[src/rtl/core/smx_pkg.sv]
`timescale 1ns / 1ps
`default_nettype none
// ----------------------------------------------------------------------------
// Softmax package
// Shared constants, types and the fractional power table of the softmax engine.
// ----------------------------------------------------------------------------
package smx_pkg;

	localparam int unsigned DEPTH_DEF       = 64;
	localparam int unsigned VALUE_WIDTH_DEF = 16;
	localparam int unsigned PROB_W          = 16;
	localparam int unsigned POS_W           = 6;
	localparam int unsigned SUM_W           = 23;
	localparam int unsigned DIV_W           = 32;
	localparam logic [14:0] LOG2E_Q14       = 15'd23637;

	// Controller states.
	typedef enum logic [2:0] {
		ST_COLLECT,
		ST_SUM,
		ST_DIV,
		ST_NORM,
		ST_CLEAR
	} smx_state_t;

	// Commands from the controller to the datapath.
	typedef struct packed {
		logic clear;      // return vector state to reset values
		logic rd_start;   // restart read index
		logic sum_en;     // exponent pass running
		logic div_start;  // start the reciprocal divider
		logic norm_en;    // normalise pass running
	} smx_cmd_t;

	// Status from the datapath to the controller.
	typedef struct packed {
		logic sum_done;
		logic div_done;
		logic norm_done;
	} smx_stat_t;

	// 2^(-2^(b-8)) in Q0.16, indexed by fraction bit.
	function automatic logic [15:0] frac_pow(input logic [2:0] b);
		logic [15:0] r;
		begin
			case (b)
				3'd0: r = 16'd65359;
				3'd1: r = 16'd65182;
				3'd2: r = 16'd64830;
				3'd3: r = 16'd64132;
				3'd4: r = 16'd62757;
				3'd5: r = 16'd60097;
				3'd6: r = 16'd55109;
				default: r = 16'd46341;
			endcase
			return r;
		end
	endfunction

endpackage
`default_nettype wire

[src/rtl/core/smx_ctrl.sv]
`timescale 1ns / 1ps
`default_nettype none
// ----------------------------------------------------------------------------
// Softmax controller
// Sequences collection, exponent sum, reciprocal and normalise passes.
// ----------------------------------------------------------------------------
module smx_ctrl
	import smx_pkg::*;
(
	input  wire logic      clk,
	input  wire logic      arst_n,
	input  wire logic      in_xfer,
	input  wire logic      in_last,
	input  wire smx_stat_t stat,
	output smx_cmd_t       cmd,
	output logic           in_stall
);

	smx_state_t state_q, state_d;

	always_ff @(posedge clk or negedge arst_n) begin
		if (!arst_n) begin
			state_q <= ST_COLLECT;
		end else begin
			state_q <= state_d;
		end
	end

	// Next state.
	always_comb begin
		state_d = state_q;
		unique case (state_q)
			ST_COLLECT: if (in_xfer && in_last) state_d = ST_SUM;
			ST_SUM:     if (stat.sum_done) state_d = ST_DIV;
			ST_DIV:     if (stat.div_done) state_d = ST_NORM;
			ST_NORM:    if (stat.norm_done) state_d = ST_CLEAR;
			ST_CLEAR:   state_d = ST_COLLECT;
			default:    state_d = ST_COLLECT;
		endcase
	end

	// Outputs.
	always_comb begin
		cmd      = '0;
		in_stall = 1'b1;
		unique case (state_q)
			ST_COLLECT: begin
				in_stall     = 1'b0;
				cmd.rd_start = 1'b1;
			end
			ST_SUM: begin
				cmd.sum_en = 1'b1;
				if (stat.sum_done) begin
					cmd.div_start = 1'b1;
				end
			end
			ST_DIV: begin
				cmd.rd_start = stat.div_done;
			end
			ST_NORM:  cmd.norm_en = 1'b1;
			ST_CLEAR: cmd.clear   = 1'b1;
			default:  cmd         = '0;
		endcase
	end

endmodule
`default_nettype wire

[config.mk]
export PLATFORM = sky130hd
export DESIGN_NAME = smx_ctrl
export DESIGN_NICKNAME = d
export VERILOG_FILES = /design/src/rtl/core/smx_pkg.sv /design/src/rtl/core/smx_ctrl.sv
export SDC_FILE = /design/constraint.sdc
export NUM_CORES = 1
export LEC_CHECK = 0
export ABC_CLOCK_PERIOD_IN_PS = 1120
export BUFFER_PORTS_ARGS = -buffer_cell sky130_fd_sc_hd__buf_2
export CORE_AREA = 2 2 39 41
export DETAILED_ROUTE_END_ITERATION = 8
export DIE_AREA = 0 0 41 43
export HOLD_SLACK_MARGIN = 0.06
export PLACE_DENSITY = 0.38
export SYNTH_ARGS = -nofsm -noshare
export SYNTH_HDL_FRONTEND = slang
export SYNTH_SLANG_ARGS = --single-unit
[constraint.sdc]
create_clock -name clk -period 1.12 [get_ports clk]
set_input_delay 0.056 -clock clk [delete_from_list [all_inputs] [get_ports clk]]
set_output_delay 0.056 -clock clk [all_outputs]
set_load 0.005 [all_outputs]
==> results of run 1 <==
[where the power goes]
part | leakage (nW) | total, mW | internal, mW | switching [mW]
clock network | 0.0150 | 0.192 | 0.134 | 0.0584
logic | 0.135 | 0.561 | 0.356 | 0.205
registers | 0.0342 | 0.241 | 0.162 | 0.0792
[repair_timing]
item                                   CTS  global route
gates resized for setup                  5             4
pin swaps                                1             1
endpoints found under the hold margin    3             0
setup endpoints to repair                5             6
hold buffers                             1             0
buffers inserted                         5             0
[worst max-delay path, cell delays in order (launching register included)]
cell	delay, ns
sky130_fd_sc_hd__dfrtp_2	0.43
sky130_fd_sc_hd__or3_1	0.37
sky130_fd_sc_hd__buf_2	0.13
[kinds of logic after synthesis]
kind of cell | share of synthesized area, %
flops | 35.3
simple gates | 32.4
compound gates | 16.5
buf+inv | 8.82
mux | 7.06
[final cells by class]
class,instances,area (µm²)
repair buffers,18,105
multi-input cells,15,148
well taps,16,20.0
flip-flops and latches,3,78.8
clock buffers,4,26.3
fillers,162,1010
[worst max path at each step]
| stage | cells past startpoint | endpoint |
|---|---|---|
| floorplan | 3 | state_q[0] |
| detailed placement | 2 | state_q[0] |
| CTS | 2 | in_stall |
| finish | 2 | in_stall |
| global route | 2 | in_stall |
| global placement | 2 | state_q[0] |
[cell usage in the layout (no fill, tap or decap), types with 2 or more instances in the layout]
master / count
sky130_fd_sc_hd__buf_4: 4
sky130_fd_sc_hd__buf_2: 13
sky130_fd_sc_hd__nand3b_1: 2
sky130_fd_sc_hd__and2_1: 2
sky130_fd_sc_hd__a21oi_1: 2
sky130_fd_sc_hd__nor3b_2: 2
sky130_fd_sc_hd__dfrtp_2: 3
sky130_fd_sc_hd__clkbuf_4: 3
[layer usage]
layer | vias to the layer above | wire, µm | share of wire [%]
met5 | - | 0 | 0
met4 | 0 | 12 | 1.9
met3 | 2 | 40 | 6.3
met2 | 10 | 341 | 53
met1 | 102 | 243 | 38
li1 | 111 | - | -
[through the flow]
stage	std cells	hold slack [ns]	util (%)	total power, mW	setup WS (ns)
2_1_floorplan	20	-0.240	-	0.503	0.0738
4_1_cts	56	0.0829	25.9	0.928	-0.107
6_report	56	0.0826	27.3	0.994	-0.113
3_3_place_gp	46	-0.139	19.8	0.570	0.0520
5_1_grt	56	0.0901	27.3	1.10	-0.171
3_5_place_dp	46	-0.145	19.8	0.584	0.0197
==> out/results.ini, run 1 <==
[drt]
wire_per_inst_um=11.4
initialDrtViolationCount=3
route.detailed.drc=0
post_drt_via_cell_ratio=4.02
drt_first_pass_iters=2
drt.antenna.violating_nets=0
route.vias.total=225
drt_wl_total_um=638

[critical_path]
crit_required_ns=1.06
worst-r2r-setup-slack_ns=-0.09
critPathMaxFanout=6
r2r_cells=3
cp_data_arrival_time_ns=1.18
regToRegEndpoint=state_q[0]
critical_path_class=register to output pin
crit_path_end_kind=output pin
setup.worst_path.start=state_q[0]
setup.worst_path.start_class=register
r2r_start=state_q[1]

[timing]
max_freq_ghz=0.811
actual_slew_at_the_worst_max_slew_pin_ns=0.263
finalHoldViolCount=0
clock-skew-final_ns=0.00388
layout_worst_path_cycle_share_pct=110
timing.final.setup_violations=5
unrepaired_setup_endpoints_after_global_routing=yes
setup_slack_ns=-0.113
fin_crit_ns=1.23
total_negative_slack_ns=-0.346
final-max-slew-violation-count=0
max-slew-margin-rel_pct=82.5

[placed_design]
buffer_ports.inserted=12
postPlaceCellArea_um2=274
gpl.final_weighted_congestion=0.697
detailedPlacementHpwl_um=415

[synthesis]
synth-edff-count=0
synth.top_cells.by_area=sky130_fd_sc_hd__dfrtp_1, sky130_fd_sc_hd__a221oi_2, sky130_fd_sc_hd__mux2_4
synth.yosys.warnings=0
share_of_flip_flops_with_an_asynchronous_set_or_reset_pct=100
ys_seq_area_share_pct=35.3
yosysTopAreaCell=sky130_fd_sc_hd__dfrtp_1
synth_top_cell_area_share_pct=35.3
post-synth-top-count-cell=sky130_fd_sc_hd__dfrtp_1
ys_ff_latch=3
ys_dominant_reg_cell=sky130_fd_sc_hd__dfrtp_1
netlist_area_before_placement_um2=213
post_synth.cell_area_avg_um2=10.6
synth_cell_type_count=14
synthesis.instances=20
synthTopCellsByCount=sky130_fd_sc_hd__dfrtp_1, sky130_fd_sc_hd__a21oi_1, sky130_fd_sc_hd__and2_1, sky130_fd_sc_hd__nand3b_1, sky130_fd_sc_hd__nor3b_1
syn_nets=27

[power_and_ir_drop]
power.static_leakage_nw=0.184
power-per-cell-area_mw_per_mm2=2630
worst_ir_drop_vdd_uv=829

[clock_tree]
h_tree_depth_reported_by_cts=1
clock_latency_ns=0.23
cts_made_buffers=3
tritoncts_clock_tree=built
clk_pin_slew_worst_paths_ns=0.04
ctsLongestPathBuffers=2
clk_root_buffer_cell=sky130_fd_sc_hd__clkbuf_4
cts_num_sinks=3

[global_routing]
grtUsageMet1_pct=11.0
grt-busiest-layer=met2
grt_max_degree=8
grtUsageMet3_pct=1.57
globalRouteOverflowTotal=0
grtUsageTotal_pct=10.3
grtUsageMet2_pct=14.7
grt_antenna_before_repair=0
grt_pass1_vias=256
grt_pass1_wl_um=1080

[final_layout]
post_route_cells_drive_above_1_share_pct=72.5
largest_reg_flops=3
layout.nets=48
final_design_area_no_fill_um2=378
antenna_cells_inserted=0
top_register=state_q
syn_to_final_growth_pct=77.6
biggestRegsByFlops=state_q (3)

[die]
boundaryPins=13
chipWidth_um=41
die_height_um=43
initial_utilization_pct=15.4
fp.coreArea_mm2=0.00138
die_area_mm2=0.00176
std_cell_rows=14

[min_path]
hp-start=stat[0]
hold_path_class=input pin to register
holdPathEnd=state_q[2]
timing.hold.worst_path_depth=2

[flow_run]
max_cap_violations=0

[status]
outcome=finished with violations
failed_checks=negative setup slack

No activity file was read; power rests on OpenSTA's default activity.
==> inputs of run 2 (changes only) <==
--- a/config.mk
+++ b/config.mk
@@ -5,13 +5,13 @@
 export SDC_FILE = /design/constraint.sdc
 export NUM_CORES = 1
 export LEC_CHECK = 0
-export ABC_CLOCK_PERIOD_IN_PS = 1120
+export ABC_CLOCK_PERIOD_IN_PS = 1480
 export BUFFER_PORTS_ARGS = -buffer_cell sky130_fd_sc_hd__buf_2
 export CORE_AREA = 2 2 39 41
 export DETAILED_ROUTE_END_ITERATION = 8
 export DIE_AREA = 0 0 41 43
 export HOLD_SLACK_MARGIN = 0.06
-export PLACE_DENSITY = 0.38
+export PLACE_DENSITY = 0.37
 export SYNTH_ARGS = -nofsm -noshare
 export SYNTH_HDL_FRONTEND = slang
 export SYNTH_SLANG_ARGS = --single-unit
==> constraint.sdc (replaced) <==
create_clock -name clk -period 1.48 [get_ports clk]
set_input_delay 0.074 -clock clk [delete_from_list [all_inputs] [get_ports clk]]
set_output_delay 0.074 -clock clk [all_outputs]
set_load 0.005 [all_outputs]
==> out/results.ini, run 2 (synthesis gave the netlist of run 1 again) <==
[final_layout]
largest_reg_flops=3  ; unchanged
stdcell_count=51  ; -8.9%
layout_common_cells=sky130_fd_sc_hd__buf_2, sky130_fd_sc_hd__clkbuf_4, sky130_fd_sc_hd__dfrtp_1
antenna_cells_inserted=0  ; unchanged
post_route_cells_drive_above_1_share_pct=51.4  ; -21 points
post-route-util_pct=22.4  ; -4.9 points
layout_commonest_cell=sky130_fd_sc_hd__buf_2
syn_to_final_growth_pct=45.9
biggestRegsByFlops=state_q (3)
top_register=state_q
layout.nets=43  ; -10%

[clock_tree]
clk_root_buffer_cell=sky130_fd_sc_hd__clkbuf_4
clk_pin_slew_worst_paths_ns=0.04  ; about the same
clock_latency_ns=0.23  ; about the same
h_tree_depth_reported_by_cts=1  ; unchanged
cts_num_sinks=3  ; unchanged
ctsLongestPathBuffers=2  ; unchanged
tritoncts_clock_tree=built
cts_made_buffers=3  ; unchanged

[timing]
layout_worst_path_cycle_share_pct=88.6
timing.final.setup_violations=0  ; -5
final-max-slew-violation-count=0  ; unchanged
unrepaired_setup_endpoints_after_global_routing=no
max-slew-margin-rel_pct=81.4  ; -1.1 points
actual_slew_at_the_worst_max_slew_pin_ns=0.280  ; +0.0163 ns
clock-skew-final_ns=0.00178  ; -0.00210 ns
fin_crit_ns=1.31
max_freq_ghz=0.762
setup_slack_ns=0.168  ; +0.281 ns
total_negative_slack_ns=0  ; +0.346 ns
finalHoldViolCount=0  ; unchanged

[power_and_ir_drop]
report.power.total_mw=0.580  ; -42%
power-per-cell-area_mw_per_mm2=1870  ; -29%
power.static_leakage_nw=0.151  ; -18%
worst_ir_drop_vdd_uv=423  ; -49%

[min_path]
hp-start=stat[0]
timing.hold.worst_path_depth=2  ; unchanged
holdPathEnd=state_q[2]
hold_path_class=input pin to register

[critical_path]
crit_required_ns=1.41  ; +0.35 ns
regToRegEndpoint=state_q[0]
worst-r2r-setup-slack_ns=0.38  ; +0.47 ns
max_incr_delay_on_cp_ns=0.49  ; +0.06 ns
critical_path_class=register to output pin
slowest_stage=sky130_fd_sc_hd__dfrtp_1
r2r_cells=2  ; -1
critPathMaxFanout=9  ; +3
r2r_start=state_q[1]
cp_data_arrival_time_ns=1.24  ; +0.06 ns
crit_chain=nor3b_1 -> and2_1 -> buf_2
crit_path_end_kind=output pin
setup.worst_path.start_class=register

[drt]
drt_first_pass_iters=2  ; unchanged
post_drt_via_cell_ratio=4.10  ; +2.0%
route.detailed.drc=0  ; unchanged
drt.antenna.violating_nets=0  ; unchanged
route.vias.total=209  ; -7.1%
drt_wl_total_um=509  ; -20%
wire_per_inst_um=9.98  ; -12%
initialDrtViolationCount=2  ; -1

[die]
fp.coreArea_mm2=0.00138  ; unchanged
initial_utilization_pct=15.4  ; unchanged
boundaryPins=13  ; unchanged
std_cell_rows=14  ; unchanged
die_height_um=43  ; unchanged
chipWidth_um=41  ; unchanged
die_area_mm2=0.00176  ; unchanged

[global_routing]
grt_pass1_wl_um=724  ; -33%
grt_max_degree=11  ; +3
grt_pass1_vias=173  ; -32%
grt_antenna_before_repair=0  ; unchanged
grtUsageTotal_pct=6.83  ; -3.4 points
globalRouteOverflowTotal=0  ; unchanged

[placed_design]
place.detailed.instances=46  ; unchanged
buffer_ports.inserted=12  ; unchanged
dp_worst_setup_slack_ns=0.362  ; +0.342 ns
detailedPlacementHpwl_um=364  ; -12%
gpl.final_weighted_congestion=0.703  ; +0.90%

[flow_run]
max_cap_violations=0  ; unchanged

[status]
outcome=finished clean

-- run 2: cell types whose count changed in the layout (fill, tap and decap cells not counted), sizes merged --
| cell | delta |
|---|---|
| buf | -5 |
-- run 2: report_power, final --
group	total, mW	switching, mW	internal, mW	leakage (nW)
clock	0.145	0.0436	0.101	0.0150
combinational	0.245	0.0839	0.161	0.0979
sequential	0.190	0.0749	0.115	0.0380
total	0.580	0.202	0.377	0.151
-- run 2: final cells by class --
cell class                      count  area, µm²
Timing Repair Buffer               13       70.1
Multi-Input combinational cell     15        119
Clock buffer                        4       26.3
Tap cell                           16       20.0
Sequential cell                     3       75.1
Fill cell                         161       1070
-- run 2: routing by layer --
layer / track usage, % / vias to the layer above / part of all wire, %
li1: - / 102 / -
met1: 9.03 / 95 / 46
met2: 6.88 / 12 / 39
met3: 7.85 / 0 / 15
met4: 2.00 / 0 / 0
met5: 0 / - / 0
-- run 2: per-stage QoR --
step                      cell area [µm²]  hold WS [ns]
final                                 310         0.101
after global routing                  310        0.0888
after CTS                             310        0.0919
after detailed placement              274        -0.127
after global placement                274        -0.125
after floorplan                       213        -0.222
-- run 2: worst max-delay path: cells and delay by family, from the launching register on --
kind / cells / cell delay (ns)
AND/OR/NAND/NOR: 2 / 0.41
buffers and inverters: 1 / 0.10
flip-flops: 1 / 0.49
-- run 2: timing repair --
item,CTS,global route
gates resized for setup,0,0
setup buffers,0,0
hold endpoints to repair,3,0
hold buffers,1,0
-- run 2: worst max-delay path by stage --
stage / from / endpoint
after floorplan: state_q[1] / state_q[0]
after global placement: state_q[1] / state_q[0]
after detailed placement: state_q[1] / state_q[0]
after CTS: state_q[0] / cmd[1]
after global routing: state_q[0] / cmd[1]
final: state_q[0] / cmd[1]
